--- src/rtl/core/key_value_argument_extractor_defines.svh ---
`ifndef KEY_VALUE_ARGUMENT_EXTRACTOR_DEFINES_SVH
`define KEY_VALUE_ARGUMENT_EXTRACTOR_DEFINES_SVH

// Clocked assertion, off while reset is asserted.
`define KVAE_ASSERT(label, clk, rst_n, prop, msg) \
  label: assert property (@(posedge clk) disable iff (!rst_n) prop) else $error(msg);

// Clocked assertion, checked during reset as well.
`define KVAE_ASSERT_ALWAYS(label, clk, prop, msg) \
  label: assert property (@(posedge clk) prop) else $error(msg);

`endif

--- src/rtl/core/kvae_pkg.sv ---
`default_nettype none

package kvae_pkg;

  localparam int unsigned MAX_KEY_BYTES_DEF = 8;

  localparam logic [7:0] CHAR_NUL = 8'h00;
  localparam logic [7:0] CHAR_EQ  = 8'h3d;
  localparam logic [7:0] CHAR_SP  = 8'h20;
  localparam logic [7:0] CHAR_TAB = 8'h09;
  localparam logic [7:0] CHAR_NL  = 8'h0a;

  typedef enum logic [1:0] {
    KIND_VALUE   = 2'd0,
    KIND_FOUND   = 2'd1,
    KIND_MISSING = 2'd2
  } kind_e;

  typedef enum logic [1:0] {
    REG_KEY_CHARS   = 2'd0,
    REG_KEY_LENGTH  = 2'd1,
    REG_VALUE_LIMIT = 2'd2
  } cfg_reg_e;

  typedef struct packed {
    logic push;
    logic clear;
  } win_ctrl_t;

endpackage

`default_nettype wire

--- src/rtl/core/kvae_if.sv ---
`default_nettype none

interface kvae_in_if;
  logic       valid;
  logic       ready;
  logic [7:0] in_char;
  modport source (output valid, output in_char, input ready);
  modport sink (input valid, input in_char, output ready);
endinterface

interface kvae_out_if;
  logic       valid;
  logic       ready;
  logic [1:0] kind;
  logic [7:0] value_char;
  logic       last;
  modport source (output valid, output kind, output value_char, output last, input ready);
  modport sink (input valid, input kind, input value_char, input last, output ready);
endinterface

interface kvae_cfg_if;
  logic        valid;
  logic        ready;
  logic [1:0]  index;
  logic [63:0] data;
  modport source (output valid, output index, output data, input ready);
  modport sink (input valid, input index, input data, output ready);
endinterface

`default_nettype wire

--- src/rtl/core/kvae_cell.sv ---
`default_nettype none

module kvae_cell (
  input  wire logic                clk_i,
  input  wire logic                rst_ni,
  input  wire kvae_pkg::win_ctrl_t ctrl_i,
  input  wire logic [7:0]          left_byte_i,
  input  wire logic                left_valid_i,
  input  wire logic [7:0]          key_byte_i,
  input  wire logic                used_i,
  output logic [7:0]               byte_o,
  output logic                     valid_o,
  output logic                     hit_o
);
  import kvae_pkg::*;

  logic [7:0] byte_q;
  logic       valid_q;
  logic       valid_d;

  // compare against the byte this cell holds after the shift
  assign hit_o = !used_i || (left_valid_i && (left_byte_i == key_byte_i));

  always_comb begin
    valid_d = valid_q;
    if (ctrl_i.clear) begin
      valid_d = 1'b0;
    end else if (ctrl_i.push) begin
      valid_d = left_valid_i;
    end
  end

  always_ff @(posedge clk_i or negedge rst_ni) begin
    if (!rst_ni) begin
      valid_q <= 1'b0;
    end else begin
      valid_q <= valid_d;
    end
  end

  always_ff @(posedge clk_i) begin
    if (ctrl_i.push) begin
      byte_q <= left_byte_i;
    end
  end

  assign byte_o  = byte_q;
  assign valid_o = valid_q;

endmodule

`default_nettype wire

--- src/rtl/core/kvae_ctrl.sv ---
`default_nettype none
`include "key_value_argument_extractor_defines.svh"

module kvae_ctrl (
  input  wire logic                clk_i,
  input  wire logic                rst_ni,
  input  wire logic                in_valid_i,
  input  wire logic [7:0]          in_char_i,
  output logic                     in_ready_o,
  input  wire logic                match_i,
  input  wire logic [7:0]          value_limit_i,
  output kvae_pkg::win_ctrl_t      win_o,
  output logic                     out_valid_o,
  input  wire logic                out_ready_i,
  output logic [1:0]               kind_o,
  output logic [7:0]               value_char_o,
  output logic                     last_o
);
  import kvae_pkg::*;

  typedef enum logic [1:0] {
    PH_SEARCH  = 2'd0,
    PH_MATCHED = 2'd1,
    PH_COPY    = 2'd2,
    PH_DONE    = 2'd3
  } phase_e;

  phase_e     phase_q;
  logic [7:0] copied_q;
  logic       out_valid_q;
  kind_e      kind_q;
  logic [7:0] value_char_q;
  logic       last_q;

  logic       accept;
  logic       is_nul;
  logic       is_eq;
  logic       is_ws;
  logic [7:0] cap;
  logic       limit_hit;

  assign in_ready_o = !out_valid_q || out_ready_i;
  assign accept     = in_valid_i && in_ready_o;
  assign is_nul     = (in_char_i == CHAR_NUL);
  assign is_eq      = (in_char_i == CHAR_EQ);
  assign is_ws      = (in_char_i == CHAR_SP) || (in_char_i == CHAR_TAB) ||
                      (in_char_i == CHAR_NL);
  assign cap        = (value_limit_i == 8'd0) ? 8'd0 : value_limit_i - 8'd1;
  assign limit_hit  = (copied_q >= cap);

  always_comb begin
    win_o.push  = accept && !is_nul &&
                  ((phase_q == PH_SEARCH) || ((phase_q == PH_MATCHED) && !is_eq));
    win_o.clear = (accept && is_nul) || (win_o.push && match_i);
  end

  always_ff @(posedge clk_i or negedge rst_ni) begin
    if (!rst_ni) begin
      phase_q      <= PH_SEARCH;
      copied_q     <= 8'd0;
      out_valid_q  <= 1'b0;
      kind_q       <= KIND_VALUE;
      value_char_q <= 8'd0;
      last_q       <= 1'b0;
    end else begin
      if (out_ready_i) begin
        out_valid_q <= 1'b0;
      end
      if (accept) begin
        unique case (phase_q)
          PH_SEARCH, PH_MATCHED: begin
            if (is_nul) begin
              phase_q      <= PH_SEARCH;
              copied_q     <= 8'd0;
              out_valid_q  <= 1'b1;
              kind_q       <= KIND_MISSING;
              value_char_q <= 8'd0;
              last_q       <= 1'b1;
            end else if ((phase_q == PH_MATCHED) && is_eq) begin
              phase_q  <= PH_COPY;
              copied_q <= 8'd0;
            end else begin
              phase_q <= match_i ? PH_MATCHED : PH_SEARCH;
            end
          end
          PH_COPY: begin
            out_valid_q <= 1'b1;
            if (limit_hit || is_nul || is_ws) begin
              phase_q      <= is_nul ? PH_SEARCH : PH_DONE;
              copied_q     <= is_nul ? 8'd0 : copied_q;
              kind_q       <= KIND_FOUND;
              value_char_q <= 8'd0;
              last_q       <= 1'b1;
            end else begin
              copied_q     <= copied_q + 8'd1;
              kind_q       <= KIND_VALUE;
              value_char_q <= in_char_i;
              last_q       <= 1'b0;
            end
          end
          PH_DONE: begin
            if (is_nul) begin
              phase_q  <= PH_SEARCH;
              copied_q <= 8'd0;
            end
          end
          default: begin
            phase_q <= PH_SEARCH;
          end
        endcase
      end
    end
  end

  assign out_valid_o  = out_valid_q;
  assign kind_o       = kind_q;
  assign value_char_o = value_char_q;
  assign last_o       = last_q;

  `KVAE_ASSERT(a_last_marks_end, clk_i, rst_ni, out_valid_q |-> (last_q == (kind_q != KIND_VALUE)), "last flag does not match result kind")
  `KVAE_ASSERT(a_nul_restarts, clk_i, rst_ni, (accept && is_nul) |=> (phase_q == PH_SEARCH), "end of string did not restart the search")
  `KVAE_ASSERT(a_done_silent, clk_i, rst_ni, ((phase_q == PH_DONE) && accept) |=> !out_valid_q, "item after a found result produced output")

endmodule

`default_nettype wire

--- src/rtl/core/key_value_argument_extractor.sv ---
// Scans an argument string one byte per item, zero byte ends the string, for the configured
// key followed by '=' and streams out the value bytes, then a found or not-found result with
// last set. Each byte passes through a row of MAX_KEY_BYTES window cells that compare it with
// the key in the same cycle, so a byte is accepted every clock while the output register is
// empty or being drained, and its result, if any, appears in the cycle after acceptance.
// The configuration port is always ready; write registers only between strings.
`default_nettype none

module key_value_argument_extractor #(
  parameter int unsigned MAX_KEY_BYTES = kvae_pkg::MAX_KEY_BYTES_DEF
) (
  input  wire logic clk_i,
  input  wire logic rst_ni,
  kvae_cfg_if.sink  cfg_i,
  kvae_in_if.sink   in_i,
  kvae_out_if.source out_o
);
  import kvae_pkg::*;

  logic [63:0] key_chars_q;
  logic [3:0]  key_length_q;
  logic [7:0]  value_limit_q;

  logic [3:0]  len_used;
  logic [7:0]  key_bytes [8];
  logic [7:0]  win_byte  [MAX_KEY_BYTES];
  logic        win_valid [MAX_KEY_BYTES];
  logic [MAX_KEY_BYTES-1:0] hit;
  logic        match;
  win_ctrl_t   win_ctrl;

  assign cfg_i.ready = 1'b1;

  always_ff @(posedge clk_i or negedge rst_ni) begin
    if (!rst_ni) begin
      key_chars_q   <= 64'd0;
      key_length_q  <= 4'd1;
      value_limit_q <= 8'd64;
    end else if (cfg_i.valid) begin
      unique case (cfg_reg_e'(cfg_i.index))
        REG_KEY_CHARS:   key_chars_q   <= cfg_i.data;
        REG_KEY_LENGTH:  key_length_q  <= cfg_i.data[3:0];
        REG_VALUE_LIMIT: value_limit_q <= cfg_i.data[7:0];
        default: begin
        end
      endcase
    end
  end

  always_comb begin
    priority if (key_length_q == 4'd0) begin
      len_used = 4'd1;
    end else if (key_length_q > 4'(MAX_KEY_BYTES)) begin
      len_used = 4'(MAX_KEY_BYTES);
    end else begin
      len_used = key_length_q;
    end
  end

  for (genvar k = 0; k < 8; k++) begin : g_key
    assign key_bytes[k] = key_chars_q[8*k +: 8];
  end

  for (genvar j = 0; j < MAX_KEY_BYTES; j++) begin : g_cell
    logic [3:0] key_idx;
    logic [7:0] left_byte;
    logic       left_valid;

    assign key_idx = len_used - 4'd1 - 4'(j);

    if (j == 0) begin : g_head
      assign left_byte  = in_i.in_char;
      assign left_valid = 1'b1;
    end else begin : g_body
      assign left_byte  = win_byte[j-1];
      assign left_valid = win_valid[j-1];
    end

    kvae_cell u_cell (
      .clk_i        (clk_i),
      .rst_ni       (rst_ni),
      .ctrl_i       (win_ctrl),
      .left_byte_i  (left_byte),
      .left_valid_i (left_valid),
      .key_byte_i   (key_bytes[key_idx[2:0]]),
      .used_i       (4'(j) < len_used),
      .byte_o       (win_byte[j]),
      .valid_o      (win_valid[j]),
      .hit_o        (hit[j])
    );
  end

  assign match = &hit;

  kvae_ctrl u_ctrl (
    .clk_i         (clk_i),
    .rst_ni        (rst_ni),
    .in_valid_i    (in_i.valid),
    .in_char_i     (in_i.in_char),
    .in_ready_o    (in_i.ready),
    .match_i       (match),
    .value_limit_i (value_limit_q),
    .win_o         (win_ctrl),
    .out_valid_o   (out_o.valid),
    .out_ready_i   (out_o.ready),
    .kind_o        (out_o.kind),
    .value_char_o  (out_o.value_char),
    .last_o        (out_o.last)
  );

endmodule

`default_nettype wire
--- src/flat_wrapper.sv ---
// flat-port wrapper written by rule: the top's interface ports become plain ports
module key_value_argument_extractor_flat import kvae_pkg::*;
#(
  parameter int unsigned MAX_KEY_BYTES = kvae_pkg::MAX_KEY_BYTES_DEF
)
  (clk_i, rst_ni, cfg_i_valid, cfg_i_index, cfg_i_data, cfg_i_ready, in_i_valid, in_i_in_char, in_i_ready, out_o_valid, out_o_kind, out_o_value_char, out_o_last, out_o_ready);
  kvae_cfg_if cfg_i_i ();
  kvae_in_if in_i_i ();
  kvae_out_if out_o_i ();
  input  wire logic clk_i;
  input  wire logic rst_ni;
  input wire logic [$bits(cfg_i_i.valid)-1:0] cfg_i_valid;
  input wire logic [$bits(cfg_i_i.index)-1:0] cfg_i_index;
  input wire logic [$bits(cfg_i_i.data)-1:0] cfg_i_data;
  output wire logic [$bits(cfg_i_i.ready)-1:0] cfg_i_ready;
  input wire logic [$bits(in_i_i.valid)-1:0] in_i_valid;
  input wire logic [$bits(in_i_i.in_char)-1:0] in_i_in_char;
  output wire logic [$bits(in_i_i.ready)-1:0] in_i_ready;
  output wire logic [$bits(out_o_i.valid)-1:0] out_o_valid;
  output wire logic [$bits(out_o_i.kind)-1:0] out_o_kind;
  output wire logic [$bits(out_o_i.value_char)-1:0] out_o_value_char;
  output wire logic [$bits(out_o_i.last)-1:0] out_o_last;
  input wire logic [$bits(out_o_i.ready)-1:0] out_o_ready;
  assign cfg_i_i.valid = cfg_i_valid;
  assign cfg_i_i.index = cfg_i_index;
  assign cfg_i_i.data = cfg_i_data;
  assign cfg_i_ready = cfg_i_i.ready;
  assign in_i_i.valid = in_i_valid;
  assign in_i_i.in_char = in_i_in_char;
  assign in_i_ready = in_i_i.ready;
  assign out_o_valid = out_o_i.valid;
  assign out_o_kind = out_o_i.kind;
  assign out_o_value_char = out_o_i.value_char;
  assign out_o_last = out_o_i.last;
  assign out_o_i.ready = out_o_ready;
  key_value_argument_extractor #(.MAX_KEY_BYTES(MAX_KEY_BYTES)) u_core (.clk_i(clk_i), .rst_ni(rst_ni), .cfg_i(cfg_i_i), .in_i(in_i_i), .out_o(out_o_i));
endmodule
--- config.mk ---
export PLATFORM = sky130hd
export DESIGN_NAME = key_value_argument_extractor_flat
export DESIGN_NICKNAME = d
export VERILOG_FILES = /design/src/rtl/core/kvae_pkg.sv /design/src/rtl/core/kvae_if.sv /design/src/rtl/core/kvae_cell.sv /design/src/rtl/core/kvae_ctrl.sv /design/src/rtl/core/key_value_argument_extractor.sv /design/src/flat_wrapper.sv
export VERILOG_INCLUDE_DIRS = /design/src /design/src/rtl/core
export SDC_FILE = /design/constraint.sdc
export NUM_CORES = 1
export LEC_CHECK = 0
export BUFFER_PORTS_ARGS = -buffer_cell sky130_fd_sc_hd__clkbuf_2
export CORE_ASPECT_RATIO = 0.75
export CORE_MARGIN = 8
export CORE_UTILIZATION = 61
export CTS_BUF_LIST = sky130_fd_sc_hd__clkbuf_16
export CTS_CLUSTER_SIZE = 30
export DETAILED_ROUTE_END_ITERATION = 7
export PLACE_DENSITY = 0.82
export SYNTH_ARGS = -nofsm -noshare
export SYNTH_HDL_FRONTEND = slang
export SYNTH_HIERARCHICAL = 1
export SYNTH_SLANG_ARGS = --single-unit
--- constraint.sdc ---
create_clock -name clk_i -period 9.15 [get_ports clk_i]
set_input_delay 0.915 -clock clk_i [delete_from_list [all_inputs] [get_ports clk_i]]
set_output_delay 0.915 -clock clk_i [all_outputs]
set_load 0.01 [all_outputs]
=== Yosys cells after proc, flatten, opt, wreduce, memory -nomap -nowiden ===
Cells that the tools add are included.

* Output and inout bits: 14
* Register bits: 161
* Logic and storage cells: 201
* Input bits: 79

* $lt $le $gt $ge: 18
* Reduce and logical (&&, ||, !) cells: 55
* Bitwise operators: 8
* Equal/unequal tests: 21
* Muxes and demuxes: 66
* Add/sub/neg operators: 10

{| class="wikitable"
|+ Operators with widths
! operator !! number
|-
| $bmux 8 s3 || 8
|-
| $mux 8 || 23
|-
| $eq 8x8->1 || 8
|-
| $ge 4x4->1 const B || 8
|-
| $not 3->4 || 8
|-
| $pmux 8 s3 || 1
|-
| $mux 1 || 21
|-
| $eq 8x4->1 const B || 2
|-
| $eq 8x6->1 const B || 2
|-
| $logic_not 8->1 || 2
|-
| $lt 3x4->1 const A || 4
|-
| $pmux 8 s2 || 1
|-
| $logic_or 1x1->1 || 15
|-
| $logic_and 1x1->1 || 14
|-
| $mux 2 || 6
|-
| $sub 3x3->3 const B || 4
|-
| $logic_not 1->1 || 11
|-
| $add 8x1->8 const B || 1
|-
| $ge 8x8->1 || 1
|-
| $lt 1x4->1 const A || 2
|-
| $lt 2x4->1 const A || 2
|-
| $mux 4 || 2
|-
| $reduce_and 2->1 || 4
|-
| $reduce_and 8->1 || 1
|-
| 16 further kinds || 27
|}

=== Longest topological paths before layout ===
Gate-level depths: netlist of the first run.

* Depth in word-level cells: 17
* Gate-level depth with buffers: 19
* Mapped depth without buffers: 16

=== Modules after synthesis ===
The synthesis of the first run kept the hierarchy.

{| class="wikitable"
|+ By module, submodules not included
! module !! instances !! area each (µm²) !! cells an instance
|-
| key_value_argument_extractor || 1 || 5688.0 || 408
|-
| kvae_cell || 8 || 376.6 || 23
|-
| kvae_ctrl || 1 || 1427.6 || 156
|}

=== Worst setup path before layout of the first run ===
OpenSTA, ideal clock, no wires.

* Path type: input to register
* From: input port out_o_ready
* To: register u_core.g_cell[1].u_cell.valid_q
* Cell stages on the path: 5
* Data required time: 9.011 ns
* Slack: 1.986 ns
* Buffers on the path: 0
* Setup time: 0.139 ns
* Arrival: 7.025 ns
* Cells stage by stage: nand2b_1 -> nand2_1 -> nor3_1 -> mux2i_1 -> nor2_1

{| class="wikitable"
|+ RTL lines
! element !! RTL line !! RTL
|-
| from (decl) || flat_wrapper.sv:23 || <nowiki>input wire logic [$bits(out_o_i.ready)-1:0] out_o_ready;</nowiki>
|-
| to (signal assigned) || kvae_cell.sv:37 || <nowiki>valid_q <= valid_d;</nowiki>
|-
| to (decl) || kvae_cell.sv:18 || <nowiki>logic valid_q;</nowiki>
|}

==> metrics.yaml, run 1 <==
outcome:
  outcome: "completed"
setup_path:
  crit_chain: "nor2_1 > o21ba_4 > inv_2 > ha_1 > xnor2_4 > buf_4 > xor2_4 > mux4_1 > xnor2_1 > nand4_1 > o31ai_2 > nand4_1 > nor2_1 > nand3b_1 > a21oi_1 > nor2_1"
  criticalPathCategory: "flop to flop"
  start_kind: "flop"
  cpPeakStageDelay_ns: 0.82
  rrSetupSlack_ns: 3.09
  reg2regPathDepth: 16
  worstPathArrival_ns: 6.35
  cp.depth: 16
  cp-end-kind: "flop"
  critPathBufInv: 2
  worst_path_max_delay_cell: "o21ba_4"
  crit_required_ns: 9.44
  critPathTopFamily: "compound AO/OA/AOI/OAI gates"
  cp_common_cell: "nor2_1"
  crit_fanout: 52
clock_network:
  clock_latency_ns: 0.43
  root_buffer: "clkbuf_16"
  hold_buffers: 0
  clock_sinks: 161
  clkSlewWorstSetupHoldPaths_ns: 0.07
  post_cts_buffers: 0
  ctsResizeCount: 0
  cts_buffer_depth: 2
  cts_tree: "done"
  cts_inserted_buffers: 17
  htree_levels: 4
detailed_routing:
  antenna_left: 0
  vias_per_cell: 6.75
  routed_wl_um: 26000
  vias: 6992
  dr.pass1.iters: 6
  dr.first_iter.drc_count: 887
  drc: 0
  post_drt_wl_per_cell_um: 25.1
sta:
  worst_pin_slew_ns: 1.01
  holdWs_ns: 0.411
  setup_viol: 0
  finalHoldViolations: 0
  setup_tns_ns: 0
  rsz0062_at_grt: "no"
  fin_crit_sh_pct: 66.2
  maxSlewViolCount: 0
  finClkSkew_ns: 0.0122
  max_freq_ghz: 0.165
  fin_ws_ns: 3.09
  min_period_ns: 6.06
  relSlewSlack_pct: 32.9
placement:
  gp_congestion: 0.947
  dp_slack_ns: 3.16
  numPortBuffers: 91
  place_inst: 1006
  dp.final_hpwl_um: 19100
grt:
  overflow: 0
  grt_pass1_wl_um: 40800
  grt_pass1_vias: 7121
  grt_max_degree: 76
  antenna_found_initial: 0
  grt_usage_pct: 26.0
floorplan:
  fp-row-count: 40
  dieArea_um2: 20500
  io_pins: 93
  dieHeight_um: 126
  die_x_um: 163
  start_util_pct: 61.9
  core_um2: 15900
yosys:
  synth_warnings: 6
  syn_area_um2: 9850
  syn_inst: 737
  synth_area_per_cell_um2: 13.4
cells_and_area:
  layout.cells.non_filler: 1036
  syn2layout_area_growth_pct: 11.8
  diodes: 0
  drive_gt1_share_pct: 42.0
  nNetsFinal: 907
  fin_util_pct: 69.2
job:
  maxCapViolations: 0
power:
  pwr_density_cell_nw_per_um2: 290
  p_leak_nw: 4.40
  max-vdd-ir-drop_mv: 0.218
min_path:
  hold_path.class: "primary input to asynchronous set/reset pin"
==> where the power goes <==
| group | internal, mW | switching [mW] |
|---|---|---|
| logic | 0.774 | 0.747 |
| registers | 0.851 | 0.127 |
| clock network | 0.412 | 0.282 |
==> cell usage in the layout (no fill, tap or decap), types with 13 or more instances in the layout <==
master	count
nor2_1	40
mux2_2	136
inv_1	13
nand3_1	13
nand4_1	13
clkbuf_2	90
clkbuf_16	18
nand2b_1	13
xnor2_1	65
dfrtp_1	103
mux4_2	62
nand2_1	33
ha_1	13
edfxtp_1	56
o22ai_1	32
==> stage by stage <==
step                total power, mW  instance area, um2
floorplan                      2.11                9860
global placement               2.40               10400
detailed placement             2.45               10400
CTS                            3.16               11000
global route                   3.33               11000
finish                         3.19               11000
==> state kept, by name, indices dropped and copies added, names as in the netlist <==
signal	cells
u_core/g_cell.u_cell/byte_o	56
u_core/value_limit_q	8
u_core/g_cell.u_cell/valid_o	7
u_core/u_ctrl/phase_q	2
u_core/key_chars_q	64
u_core/u_ctrl/out_valid_o	1
u_core/key_length_q	4
u_core/u_ctrl/kind_o	2
u_core/u_ctrl/copied_q	8
u_core/u_ctrl/last_o	1
u_core/u_ctrl/value_char_o	8
==> path summary, 6_finish.rpt <==
kind,from,endpoint
max,u_core/key_length_q[2],u_core/g_cell[0].u_cell/valid_o
min,rst_ni,u_core/key_chars_q[20]
max reg2reg,u_core/key_length_q[2],u_core/g_cell[0].u_cell/valid_o
min reg2reg,u_core/g_cell[5].u_cell/byte_o[2],u_core/g_cell[6].u_cell/byte_o[2]
max in group asynchronous,rst_ni,u_core/g_cell[3].u_cell/valid_o
min in group clk_i,u_core/g_cell[5].u_cell/byte_o[2],u_core/g_cell[6].u_cell/byte_o[2]
==> metal layers <==
metal / vias to the layer above / wire length, um / global-route usage [%]
li1: 2984 / - / -
met1: 3541 / 10700 / 36.4
met2: 438 / 11300 / 36.4
met3: 29 / 3650 / 10.8
met4: 0 / 333 / 7.48
met5: - / 0 / 0
==> worst reg2reg max path, cell delays in order, from the launching register on <==
cell	delay [ns]
dfrtp_1	0.47
nor2_1	0.21
o21ba_4	0.82
inv_2	0.61
ha_1	0.50
xnor2_4	0.18
buf_4	0.47
xor2_4	0.42
mux4_1	0.63
xnor2_1	0.19
nand4_1	0.16
o31ai_2	0.20
nand4_1	0.12
nor2_1	0.22
nand3b_1	0.11
a21oi_1	0.47
nor2_1	0.13
==> final cells by class <==
type                       instances  area (um2)
clock buffer                      18         450
clock inverter                    12         119
fill                            1077        4900
inverter                          11        41.3
multi-input combinational        528        5340
sequential                       161        4310
tap                              210         263
timing repair buffer              96         495
(Power assumes the default switching activity.)
==> run 2: changes to the inputs <==
- CORE_UTILIZATION: 61 -> 55
- PLACE_DENSITY: 0.82 -> 0.78
- clock period: 9.15 -> 4.9 ns (I/O delays scaled with it)
==> metrics.yaml, run 2 (synthesis gave the netlist of run 1 again) <==
cells_and_area:
  layout_common_cells: "mux2_2 (136), dfrtp_1 (103), clkbuf_2 (90)"
  drive_gt1_share_pct: 42.4  # +0.42 points
  syn2layout_area_growth_pct: 13.2
  regMostFlops: "u_core/key_chars_q"
  final_common_cell: "mux2_2"
  fin_util_pct: 63.3  # -5.9 points
  layout.cells.non_filler: 1074  # +3.7%
  diodes: 0  # unchanged
  nNetsFinal: 912  # +0.55%
  largest_register_ffs: 64  # unchanged
grt:
  met3_usage_pct: 9.16  # -1.7 points
  grt_pass1_vias: 7003  # -1.7%
  grt_usage_pct: 23.5  # -2.5 points
  met1_usage_pct: 34.1  # -2.3 points
  overflow: 0  # unchanged
  grt_max_degree: 80  # +5.3%
  use_met2_pct: 31.8  # -4.5 points
  grt-busiest-layer: "met1"
  grt_pass1_wl_um: 40600  # -0.52%
  antenna_found_initial: 0  # unchanged
setup_path:
  criticalPathCategory: "flop to flop"
  crit_fanout: 10  # -81%
  start_kind: "flop"
  r2r-end: "u_core/g_cell[4].u_cell/valid_o"
  cp-end-kind: "flop"
  reg2reg_from: "u_core/key_length_q[2]"
  rrSetupSlack_ns: 0.53  # -2.56 ns
  worstPathArrival_ns: 4.67  # -1.68 ns
  reg2regPathDepth: 15  # -1
  cpPeakStageDelay_ns: 0.64  # -0.18 ns
  critPathBufInv: 1  # -1
  crit_start: "u_core/key_length_q[2]"
  crit_required_ns: 5.20  # -4.24 ns
  cp_common_cell: "nor2_1"
  crit_chain: "nor2_1 > o21ba_4 > inv_2 > ha_1 > xnor2_4 > xor2_4 > mux4_1 > xnor2_1 > nand4_1 > o31ai_2 > nand4_1 > nor2_1 > nand3b_1 > a21oi_2 > nor2_1"
  cp.depth: 15  # -1
  worst_path_max_delay_cell: "mux4_1"
  critPathTopFamily: "XOR/XNOR gates"
sta:
  holdWs_ns: 0.225  # -0.186 ns
  setup_viol: 0  # unchanged
  fin_crit_sh_pct: 89.1  # +23 points
  finalHoldViolations: 0  # unchanged
  maxSlewViolCount: 0  # unchanged
  max_freq_ghz: 0.229  # +39%
  min_period_ns: 4.37  # -1.69 ns
  setup_tns_ns: 0  # unchanged
  relSlewSlack_pct: 32.8  # -0.11 points
  rsz0062_at_grt: "no"
  finClkSkew_ns: 0.0111  # -0.00111 ns
  worst_pin_slew_ns: 1.01  # +0.00164 ns
placement:
  place_inst: 1043  # +3.7%
  dp.final_hpwl_um: 19100  # about the same
  numPortBuffers: 91  # unchanged
  gp_congestion: 1.03  # +8.5%
power:
  p_leak_nw: 4.45  # +1.1%
  max-vdd-ir-drop_mv: 0.305  # +40%
  pwr_density_cell_nw_per_um2: 538  # +86%
clock_network:
  cts_buffer_depth: 2  # unchanged
  post_cts_buffers: 0  # unchanged
  cts_tree: "done"
  clkSlewWorstSetupHoldPaths_ns: 0.06  # about the same
  root_buffer: "clkbuf_16"
  clock_sinks: 161  # unchanged
  htree_levels: 4  # unchanged
  clock_latency_ns: 0.43  # about the same
  hold_buffers: 0  # unchanged
  cts_inserted_buffers: 17  # unchanged
detailed_routing:
  drc: 0  # unchanged
  dr.pass1.iters: 7  # +1
  vias_per_cell: 6.41  # -5.0%
  dr.first_iter.drc_count: 859  # -3.2%
  post_drt_wl_per_cell_um: 23.9  # -4.9%
  antenna_left: 0  # unchanged
  vias: 6887  # -1.5%
  routed_wl_um: 25600  # -1.4%
floorplan:
  core_um2: 17600  # +11%
  die_x_um: 171  # +4.8%
  dieHeight_um: 132  # +4.6%
  start_util_pct: 55.9  # -5.9 points
  io_pins: 93  # unchanged
  dieArea_um2: 22500  # +9.7%
  fp-row-count: 42  # +5.0%
outcome:
  outcome: "completed"
min_path:
  hold_path.class: "primary input to asynchronous set/reset pin"
job:
  maxCapViolations: 0  # unchanged
==> run 2: per-stage QoR <==
stage          cell area, um2  power, mW  setup WS, ns
6_report                11100       6.00         0.534
5_1_grt                 11100       6.27         0.152
4_1_cts                 11100       5.97         0.394
3_5_place_dp            10500       4.56         0.424
3_3_place_gp            10500       4.48         0.530
2_1_floorplan            9860       3.94         0.860
==> run 2: what timing repair did <==
action	in CTS	in global routing
resized for setup	0	1
hold endpoints to repair	0	0
setup endpoints to repair	0	5
==> run 2: layer usage <==
metal  vias up  part of all wire, %
met2       404                   43
li1       2994                    -
met1      3457                   43
met3        32                   12
met4         0                  1.7
met5         -                    0
==> run 2: worst max-delay path by stage <==
| stage | slack, ns | end |
|---|---|---|
| after global routing | 0.15 | u_core/g_cell[4].u_cell/valid_o |
| after floorplan | 0.86 | u_core/g_cell[0].u_cell/valid_o |
| after detailed placement | 0.42 | u_core/g_cell[4].u_cell/valid_o |
| after global placement | 0.53 | u_core/g_cell[4].u_cell/valid_o |
| final | 0.53 | u_core/g_cell[4].u_cell/valid_o |
| after CTS | 0.39 | u_core/g_cell[4].u_cell/valid_o |
==> run 2: where the power goes <==
group          switching (mW)  internal, mW  leakage, nW  total (mW)
sequential              0.237          1.59         1.82        1.83
clock                   0.543         0.853        0.315        1.40
combinational            1.32          1.46         2.31        2.78
==> run 2: layout make-up <==
| cell class | instances | area (um2) |
|---|---|---|
| clock buffer | 19 | 475 |
| timing repair buffer | 101 | 533 |
| multi-input combinational | 528 | 5350 |
| clock inverter | 12 | 140 |
| fill | 1299 | 6450 |
| sequential | 161 | 4310 |
| inverter | 11 | 41.3 |
| tap | 242 | 303 |
==> run 2: worst reg2reg max path: stages (launching register included) <==
cell and delay, ns:
dfrtp_1 0.46, nor2_1 0.19, o21ba_4 0.17, inv_2 0.04, ha_1 0.29, xnor2_4 0.48, xor2_4 0.45, mux4_1 0.64
xnor2_1 0.17, nand4_1 0.15, o31ai_2 0.30, nand4_1 0.15, nor2_1 0.23, nand3b_1 0.12, a21oi_2 0.29, nor2_1 0.09
